$ cat config.mk
export PLATFORM = sky130hd
export DESIGN_NAME = capability_text_parser_flat
export DESIGN_NICKNAME = d
export VERILOG_FILES = /design/src/hdl/ctp_pkg.sv /design/src/hdl/ctp_stream_if.sv /design/src/hdl/capability_text_parser.sv /design/src/flat_wrapper.sv
export SDC_FILE = /design/constraint.sdc
export NUM_CORES = 1
export LEC_CHECK = 0
export ABC_AREA = 1
export BUFFER_PORTS_ARGS = -buffer_cell sky130_fd_sc_hd__buf_2
export CAP_MARGIN = 20
export CORE_MARGIN = 1
export CORE_UTILIZATION = 45
export DETAILED_ROUTE_END_ITERATION = 10
export SLEW_MARGIN = 30
export SYNTH_ARGS = -nofsm -noshare
export SYNTH_HDL_FRONTEND = slang
export SYNTH_SLANG_ARGS = --single-unit
$ cat constraint.sdc
create_clock -name clk -period 6.75 [get_ports clk]
set_input_delay 1.0125 -clock clk [delete_from_list [all_inputs] [get_ports clk]]
set_output_delay 1.0125 -clock clk [all_outputs]
set_load 0.01 [all_outputs]
$ cat src/hdl/ctp_pkg.sv
// Shared types, character codes and the hex digit decoder of the capability text parser.
package ctp_pkg;

	localparam int PORT_BYTES = 6;
	localparam int OBJ_BITS   = 24;
	localparam int ACC_W      = 8 * PORT_BYTES;
	localparam int PORT_W     = 48;
	localparam int NUM_OUT_W  = 24;

	localparam logic [7:0] CH_COLON = 8'h3A;
	localparam logic [7:0] CH_SLASH = 8'h2F;
	localparam logic [7:0] CH_OPEN  = 8'h28;
	localparam logic [7:0] CH_CLOSE = 8'h29;
	localparam logic [7:0] CH_ZERO  = 8'h30;
	localparam logic [7:0] CH_NINE  = 8'h39;

	localparam logic [1:0] ST_OK     = 2'd0;
	localparam logic [1:0] ST_SYNTAX = 2'd1;
	localparam logic [1:0] ST_RANGE  = 2'd2;

	typedef enum logic [3:0] {
		PH_IDLE   = 4'd0,
		PH_S_D1   = 4'd1,
		PH_S_D2   = 4'd2,
		PH_S_SEP  = 4'd3,
		PH_SLASH1 = 4'd4,
		PH_NUM    = 4'd5,
		PH_R1     = 4'd6,
		PH_R2     = 4'd7,
		PH_RCLOSE = 4'd8,
		PH_SLASH2 = 4'd9,
		PH_C_D1   = 4'd10,
		PH_C_D2   = 4'd11,
		PH_C_SEP  = 4'd12
	} phase_t;

	typedef struct packed {
		logic       first;
		logic [7:0] ch;
	} in_item_t;

	typedef struct packed {
		logic [1:0]           status;
		logic [PORT_W-1:0]    server_port;
		logic [NUM_OUT_W-1:0] object_number;
		logic [7:0]           rights;
		logic [PORT_W-1:0]    check_port;
		logic                 char_used;
	} out_item_t;

	// Bit 4 flags a hex digit, bits 3:0 carry its value.
	function automatic logic [4:0] hex_decode(input logic [7:0] c);
		logic [4:0] r;
		r = 5'd0;
		if (c >= 8'h30 && c <= 8'h39) begin
			r = {1'b1, 4'(c - 8'h30)};
		end else if (c >= 8'h61 && c <= 8'h66) begin
			r = {1'b1, 4'(c - 8'h57)};
		end else if (c >= 8'h41 && c <= 8'h46) begin
			r = {1'b1, 4'(c - 8'h37)};
		end
		return r;
	endfunction

endpackage

$ cat src/hdl/ctp_stream_if.sv
// Valid/ready channels carrying characters in and parse results out.
interface ctp_char_if;
	logic                valid;
	logic                ready;
	ctp_pkg::in_item_t   data;

	modport source (output valid, output data, input ready);
	modport sink   (input valid, input data, output ready);
endinterface

interface ctp_result_if;
	logic                valid;
	logic                ready;
	ctp_pkg::out_item_t  data;

	modport source (output valid, output data, input ready);
	modport sink   (input valid, input data, output ready);
endinterface

$ cat src/hdl/capability_text_parser.sv
// Parses capability text of the form port/number(rights)/check, one character per transaction
// on chars, and gives one transaction on results when the string completes or at its first
// syntax error. A character with first set restarts the parse; characters after a result are
// ignored until then. A character is held in the input register until the state update takes
// it and writes the result register, from which the result is offered on results. One
// character is accepted every cycle while no finished result waits on results: the phase
// and accumulator registers take one character in each update.
// While a finished result waits on results, the character in the input register is held, so
// the input stalls until that result is taken.
module capability_text_parser (
	input  logic                clk,
	input  logic                arst_n,
	ctp_char_if.sink            chars,
	ctp_result_if.source        results
);
	import ctp_pkg::*;

	logic                valid_s1;
	in_item_t            item_s1;
	logic                advance;

	phase_t              phase_q, ph;
	logic [2:0]          bidx_q, bidx;
	logic [ACC_W-1:0]    sacc_q, sacc, cacc_q, cacc;
	logic [OBJ_BITS-1:0] nacc_q, nacc;
	logic                novf_q, novf;
	logic [7:0]          racc_q, racc;

	logic                out_valid_q;
	out_item_t           out_q;

	logic [4:0]          hex;
	logic                last;
	logic [OBJ_BITS+3:0] num_next;
	logic                res_valid;
	logic                res_err;
	logic                res_used;
	out_item_t           res;

	assign advance      = valid_s1 && (!out_valid_q || results.ready);
	assign chars.ready  = !valid_s1 || advance;
	assign results.valid = out_valid_q;
	assign results.data  = out_q;

	always_ff @(posedge clk or negedge arst_n) begin
		if (!arst_n) begin
			valid_s1 <= 1'b0;
		end else if (chars.ready) begin
			valid_s1 <= chars.valid;
		end
	end

	always_ff @(posedge clk) begin
		if (chars.ready && chars.valid) begin
			item_s1 <= chars.data;
		end
	end

	always_comb begin
		hex      = hex_decode(item_s1.ch);
		ph       = phase_q;
		bidx     = bidx_q;
		sacc     = sacc_q;
		cacc     = cacc_q;
		nacc     = nacc_q;
		novf     = novf_q;
		racc     = racc_q;
		res_valid = 1'b0;
		res_err  = 1'b0;
		res_used = 1'b0;
		num_next = '0;

		if (item_s1.first) begin
			ph   = PH_S_D1;
			bidx = '0;
			sacc = '0;
			cacc = '0;
			nacc = '0;
			novf = 1'b0;
			racc = '0;
		end
		last = ({1'b0, bidx} + 4'd1) >= 4'(PORT_BYTES);

		if (item_s1.first || phase_q != PH_IDLE) begin
			case (ph)
				PH_S_D1: begin
					if (!hex[4]) begin
						res_err = 1'b1;
					end else begin
						sacc = (sacc << 8) | ACC_W'(hex[3:0]);
						ph   = PH_S_D2;
					end
				end
				PH_S_D2: begin
					if (hex[4]) begin
						sacc[7:0] = {sacc[3:0], hex[3:0]};
						if (last) begin
							bidx = '0;
							ph   = PH_SLASH1;
						end else begin
							bidx = bidx + 3'd1;
							ph   = PH_S_SEP;
						end
					end else if (last) begin
						// A one-digit byte: the closing character must be the separator.
						if (item_s1.ch == CH_SLASH) begin
							bidx = '0;
							ph   = PH_NUM;
						end else begin
							res_err = 1'b1;
						end
					end else if (item_s1.ch == CH_COLON) begin
						bidx = bidx + 3'd1;
						ph   = PH_S_D1;
					end else begin
						res_err = 1'b1;
					end
				end
				PH_S_SEP: begin
					if (item_s1.ch == CH_COLON) begin
						ph = PH_S_D1;
					end else begin
						res_err = 1'b1;
					end
				end
				PH_SLASH1: begin
					if (item_s1.ch == CH_SLASH) begin
						ph = PH_NUM;
					end else begin
						res_err = 1'b1;
					end
				end
				PH_NUM: begin
					if (item_s1.ch >= CH_ZERO && item_s1.ch <= CH_NINE) begin
						num_next = ((OBJ_BITS+4)'(nacc) << 3) + ((OBJ_BITS+4)'(nacc) << 1)
							+ (OBJ_BITS+4)'(item_s1.ch[3:0]);
						if (num_next[OBJ_BITS+3:OBJ_BITS] != 4'd0) begin
							novf = 1'b1;
						end
						nacc = num_next[OBJ_BITS-1:0];
					end else if (item_s1.ch == CH_OPEN) begin
						ph = PH_R1;
					end else begin
						res_err = 1'b1;
					end
				end
				PH_R1: begin
					if (!hex[4]) begin
						res_err = 1'b1;
					end else begin
						racc = {4'd0, hex[3:0]};
						ph   = PH_R2;
					end
				end
				PH_R2: begin
					if (hex[4]) begin
						racc = {racc[3:0], hex[3:0]};
						ph   = PH_RCLOSE;
					end else if (item_s1.ch == CH_CLOSE) begin
						ph = PH_SLASH2;
					end else begin
						res_err = 1'b1;
					end
				end
				PH_RCLOSE: begin
					if (item_s1.ch == CH_CLOSE) begin
						ph = PH_SLASH2;
					end else begin
						res_err = 1'b1;
					end
				end
				PH_SLASH2: begin
					if (item_s1.ch == CH_SLASH) begin
						bidx = '0;
						ph   = PH_C_D1;
					end else begin
						res_err = 1'b1;
					end
				end
				PH_C_D1: begin
					if (!hex[4]) begin
						res_err = 1'b1;
					end else begin
						cacc = (cacc << 8) | ACC_W'(hex[3:0]);
						ph   = PH_C_D2;
					end
				end
				PH_C_D2: begin
					if (hex[4]) begin
						cacc[7:0] = {cacc[3:0], hex[3:0]};
						if (last) begin
							res_valid = 1'b1;
							res_used  = 1'b1;
						end else begin
							bidx = bidx + 3'd1;
							ph   = PH_C_SEP;
						end
					end else if (last) begin
						// The ending character belongs to whatever follows the text.
						res_valid = 1'b1;
					end else if (item_s1.ch == CH_COLON) begin
						bidx = bidx + 3'd1;
						ph   = PH_C_D1;
					end else begin
						res_err = 1'b1;
					end
				end
				PH_C_SEP: begin
					if (item_s1.ch == CH_COLON) begin
						ph = PH_C_D1;
					end else begin
						res_err = 1'b1;
					end
				end
				default: begin
					ph = PH_IDLE;
				end
			endcase
		end

		if (res_err) begin
			res_valid = 1'b1;
		end
		if (res_valid) begin
			ph = PH_IDLE;
		end

		res = '0;
		if (res_err) begin
			res.status = ST_SYNTAX;
		end else begin
			res.status        = novf ? ST_RANGE : ST_OK;
			res.server_port   = PORT_W'(sacc);
			res.object_number = novf ? '0 : NUM_OUT_W'(nacc);
			res.rights        = racc;
			res.check_port    = PORT_W'(cacc);
			res.char_used     = res_used;
		end
	end

	always_ff @(posedge clk or negedge arst_n) begin
		if (!arst_n) begin
			phase_q     <= PH_IDLE;
			bidx_q      <= '0;
			sacc_q      <= '0;
			cacc_q      <= '0;
			nacc_q      <= '0;
			novf_q      <= 1'b0;
			racc_q      <= '0;
			out_valid_q <= 1'b0;
		end else begin
			if (advance) begin
				phase_q <= ph;
				bidx_q  <= bidx;
				sacc_q  <= sacc;
				cacc_q  <= cacc;
				nacc_q  <= nacc;
				novf_q  <= novf;
				racc_q  <= racc;
			end
			out_valid_q <= (out_valid_q && !results.ready) || (advance && res_valid);
		end
	end

	always_ff @(posedge clk) begin
		if (advance && res_valid) begin
			out_q <= res;
		end
	end

endmodule
$ cat src/flat_wrapper.sv
// flat-port wrapper written by rule: the top's interface ports become plain ports
module capability_text_parser_flat import ctp_pkg::*;
  (clk, arst_n, chars_valid, chars_data, chars_ready, results_valid, results_data, results_ready);
  ctp_char_if chars_i ();
  ctp_result_if results_i ();
  input  logic clk;
  input  logic arst_n;
  input wire logic [$bits(chars_i.valid)-1:0] chars_valid;
  input wire logic [$bits(chars_i.data)-1:0] chars_data;
  output wire logic [$bits(chars_i.ready)-1:0] chars_ready;
  output wire logic [$bits(results_i.valid)-1:0] results_valid;
  output wire logic [$bits(results_i.data)-1:0] results_data;
  input wire logic [$bits(results_i.ready)-1:0] results_ready;
  assign chars_i.valid = chars_valid;
  assign chars_i.data = chars_data;
  assign chars_ready = chars_i.ready;
  assign results_valid = results_i.valid;
  assign results_data = results_i.data;
  assign results_i.ready = results_ready;
  capability_text_parser u_core (.clk(clk), .arst_n(arst_n), .chars(chars_i), .results(results_i));
endmodule
# Word level (Yosys, flattened, before mapping)
# Cells that the tools add are included.
# classes
addsub,7
n_lt_le_gt_ge,7
n_eq_ne,16
mux,79
bitwise,5
n_reduce_logical,21
# ops
op,count
two-way mux 48 bit,6
two-way mux 24 bit,4
OR 48 x 4 -> 48 bit,2
two-way mux 40 bit,2
two-way mux 4 bit,19
two-way mux 8 bit,6
one-hot mux 4 bit (12 select lines),1
one-hot mux 8 bit (2 select lines),3
two-way mux 3 bit,11
"== test 8 x 6 -> 1 bit, second input constant",4
adder 27 x 25 -> 28 bit,1
adder 28 x 4 -> 28 bit,1
two-way mux 1 bit,21
"== test 4 bit, second input constant",5
"== test 4 x 3 -> 1 bit, second input constant",4
"greater-or-equal comparator 8 x 7 -> 1 bit, second input constant",2
"less-or-equal comparator 8 x 7 -> 1 bit, second input constant",2
two-way mux 5 bit,3
one-hot mux 3 bit (3 select lines),1
"== test 4 x 2 -> 1 bit, second input constant",2
"greater-or-equal comparator 8 x 6 -> 1 bit, second input constant",1
"less-or-equal comparator 8 x 6 -> 1 bit, second input constant",1
one-hot mux 1 bit (8 select lines),1
nonzero test 4 bit,2
14 further kinds,30
# totals
reg_bits,278
word_cells,152

# Depth between registers and ports, before layout
# logic_depth
depth_word,11
ltp_mapped,23
ltp_nobuf,21

# Worst setup path before layout
# Ideal clock, no wire load.
# synth_timing
path_type,register -> register
start,register u_core.item_s1[8] in the netlist's numbering
end,"register u_core.out_q, in the netlist u_core.results.data[0], enable pin"
arrival_ns,4.856
required_time_ns,6.266
setup_slack_ns,1.410
path_stages_with_launch,17
path_buffers,2
synth_period_minus_slack_ns,5.340
cell_sequence,edfxtp_1 > inv_2 > clkbuf_1 > clkbuf_1 > nand2_1 > inv_1 > ha_1 > xnor2_2 > nand2_1 > nand2_2 > nand2_1 > nand3_1 > nand3_1 > nand2_1 > nand3_1 > nand2_1 > inv_1
# synth_between
elab_chain_cells,9
elab_cells_between_ends,31
# synth_lines
item,line_no,text
from (decl),capability_text_parser.sv:19,in_item_t item_s1;
from (signal assigned),capability_text_parser.sv:55,item_s1 <= chars.data;
two-way mux 3 bit,capability_text_parser.sv:73,if (item_s1.first) begin
adder 3 x 1 -> 4 bit,capability_text_parser.sv:82,"last = ({1'b0, bidx} + 4'd1) >= 4'(PORT_BYTES);"
greater-or-equal comparator 4 x 3 -> 1 bit,capability_text_parser.sv:82,
"two-way mux 1 bit, on equally long branches","capability_text_parser.sv:198, capability_text_parser.sv:104",
"two-way mux 1 bit, on equally long branches","capability_text_parser.sv:189, capability_text_parser.sv:95",
one-hot mux 1 bit (8 select lines),capability_text_parser.sv:85,case (ph)
two-way mux 1 bit,capability_text_parser.sv:84,if (item_s1.first || phase_q != PH_IDLE) begin
two-way mux 1 bit (*),capability_text_parser.sv:221,if (res_err) begin
logical AND 1 bit (*),capability_text_parser.sv:266,if (advance && res_valid) begin
to (signal assigned),capability_text_parser.sv:267,out_q <= res;
to (decl),capability_text_parser.sv:30,out_item_t out_q;
# Mark *: on every way between the ends. The rest lies on a longest branch, timed or not.
# A chain may end at the register's enable or synchronous reset.

# Final worst setup path
# layout_timing
start,register u_core.item_s1[8] in the netlist's numbering
end,"register u_core.out_q, in the netlist u_core.results.data[120], enable pin"
# Same word-level chain as after synthesis.

==> out/results.ini <==
[run_status]
outcome=complete, no violations

[layout]
stdcell_count=2294
layout_commonest_cell=nand2_1
antenna_cells=0
drive_above_1_share_pct=12.84
seqCellArea_um2=7657
areaGrowthSynthToFinish_pct=13.75
fin_nets=1938
mostFrequentLayoutCells=nand2_1, nor2_1, o21ai_0
multi_input_area_um2=6005
fill_cells=3046

[job]
drv_cap=0

[power]
peakVddDrop_uv=181.0
leakage_nw=7.406
power_density_nw_per_um2=250.9

[global_route]
use_met3_pct=2.475
grt.total_usage_pct=21.68
antenna_found_initial=0
grt_pass1_wl_mm=58.30
grt_max_degree=94
met1_usage_pct=31.71
grt_pass1_vias=11213
overflow=0
grt_busiest_layer=met2
grtUsageMet2_pct=34.42

[timing]
period_share_pct=64.91
slew_headroom_pct=37.02
hold_viol_final=0
setup_viol=0
fmax_mhz=228.2
tns_ns=0
rsz0062_at_grt=false
tightest_slew_ns=0.9447
fin_crit_ns=4.382
final.setup_skew_ns=0.009607
slew_violations=0

[synthesis]
synth_seq_area_share_pct=52.45
ys_seq_elements=278
synthSimpleGateAreaFrac_pct=23.53
synth_cell_types=41
synth_compound_area_share_pct=11.54
synth-xor-area-share_pct=0.9512
synth_top_family_by_area=simple AND/OR/NAND/NOR gates
synth_area_um2=14600
avgSynthCellArea_um2=8.267
muxShareOfSynthArea_pct=0.06856
synth_cells=1766
yosysWarnings=0
synth_adder_area_share_pct=4.850
synth_fp_nets=1835

[route]
wirelength_mm=35.85
vias=12004
drt_iter0_drc=911
via_per_inst=5.233
drt_pass1_iterations=5
drc=0
ant_nets=0
post_drt_wl_per_cell_um=15.63

[placement]
finalWeightedCongestion=0.9017
hpwl_mm=24.58
dp_cells=2239
io_buffers=145

[clock_network]
root_buffer=clkbuf_16
cts_tree=done
post_cts_buffers=0
hold_buffers=0
ctsResizeCount=0
clkTransAtPathRegs_ns=0.06
cts.sinks=278
htreeDepth=1
cts_buffer_depth=3
numCtsBuffers=30
worstSkewPairLatency_ns=0.55

[critical_path]
worst-endpoint-required_ns=6.97
path_buf_inv=5
crit_path_end_kind=register
cp.arrival_ns=4.60
path_class=reg2reg
slowest_delay_ns=0.70
crit_path_max_fanout=81
cpLargestDelayFamily=buffers and inverters
critPathMostFrequentCell=nand2_1
path_cells=buf_4, inv_4, nand2_1, inv_1, ha_1, xnor2_2, nand2_1, nand2_2, nand2_1, nand3_1, nand3_1, nand2_1, nand3_1, nand2_1, inv_4, buf_4
startpoint_type=register
slowest_stage=inv_4

[floorplanning]
die-area_um2=33170
ioPinCount=146
core_um2=31720
die_h_um=182.1
die_x_um=182.1
start_util_pct=46.03
rows=65

[worst_hold_path]
hold_path_class=reg2reg

kinds of logic (layout without fill, tap and decap cells):
kind of cell               Yosys count  after routing
xor gates and xnor gates            15             15
adders and majority gates           56             56
muxes                                1              1
DFF                                278            278
buffers and inverters              246            372
and+or+nand+nor                    856            856
AOI/OAI and AO/OA                  314            314
where the power goes:
part | switching [W] | internal (W) | leakage, nW
registers | 0.0000449 | 0.00193 | 3.27
clock network | 0.000685 | 0.000990 | 0.490
logic | 0.000403 | 0.000116 | 3.64
cell usage after synthesis:
cell,instances,area share (%)
nand2_1,474,12
nor2_1,275,7.1
o21ai_0,192,6.6
inv_1,148,3.8
edfxtp_1,140,29
dfrtp_1,138,24
a31oi_1,63,2.7
clkbuf_1,62,1.6
nand3_1,62,2.1
ha_1,55,4.7
a21oi_1,32,1.1
nand4_1,16,0.69
buf_2,15,0.51
inv_2,12,0.31
o21ai_1,12,0.41
xor2_1,8,0.48
buf_4,6,0.31
nand2_2,6,0.26
nor3_1,6,0.21
xnor2_1,6,0.36
o21bai_1,5,0.26
o22ai_1,5,0.21
or2_2,4,0.17
nor2_2,3,0.13
buf_1,2,0.051
nand3_2,2,0.14
nand3b_1,2,0.10
o311ai_0,2,0.12
a21o_1,1,0.051
a21oi_2,1,0.060
and2_1,1,0.043
and3_1,1,0.043
clkinv_1,1,0.026
fa_1,1,0.14
mux2i_1,1,0.069
nand3_4,1,0.12
nor2_4,1,0.077
nor3_2,1,0.069
nor3_4,1,0.11
o211ai_1,1,0.051
xnor2_2,1,0.11
through the flow:
stage	hold slack (ns)	setup WS [ns]	cell area (µm²)	total power [W]	util (%)
after floorplan	0.4492	1.410	14600	0.002342	-
after global placement	0.4656	2.549	15580	0.002529	49.12
after detailed placement	0.4677	2.383	15580	0.002531	49.12
after CTS	0.4837	2.362	16600	0.004211	52.32
after global routing	0.5013	2.057	16610	0.004337	52.36
final	0.4844	2.368	16610	0.004167	52.36
area by class of cell:
type | count | share of cell area, %
flip-flops and latches | 278 | 46.11
multi-input cells | 1242 | 36.15
clock buffers | 38 | 5.010
repair buffers | 156 | 4.927
inverters | 161 | 3.669
well taps | 402 | 3.028
clock inverters | 17 | 1.107
layer usage:
metal / up-vias / routed length (µm) / share of wire [%]
met1: 5598 / 17060 / 48
met4: 0 / 750 / 2.1
met2: 329 / 16300 / 45
met5: - / 0 / 0
met3: 50 / 1748 / 4.9
li1: 6027 / - / -
registers in the layout, summed over array words and instances (netlist names):
signal and flops:
u_core.valid_s1 1, u_core.nacc_q 24, u_core.item_s1 9, u_core.results.data 131
u_core.phase_q 4, u_core.sacc_q 48, u_core.racc_q 8, u_core.novf_q 1
u_core.results.valid 1, u_core.bidx_q 3, u_core.cacc_q 48
worst paths after layout:
path,end,start,slack [ns],cells past startpoint
setup / recovery,u_core.results.data[120],u_core.item_s1[8],2.37,16
hold / removal,u_core.nacc_q[23],u_core.nacc_q[23],0.48,2
setup reg to reg,u_core.results.data[120],u_core.item_s1[8],2.37,16
hold reg to reg,u_core.nacc_q[23],u_core.nacc_q[23],0.48,2
max in group asynchronous,u_core.sacc_q[40],arst_n,5.15,2
min in group asynchronous,u_core.cacc_q[33],arst_n,0.49,1
worst reg2reg max path, delay by kind of cell, from the launching register on:
kind | cells | cell delay, ns
DFF | 1 | 0.35
adders and majority gates | 1 | 0.21
xor gates and xnor gates | 1 | 0.09
buffers and inverters | 5 | 2.20
and+or+nand+nor | 9 | 1.20
Note: power is estimated with default switching activity, not from simulation.
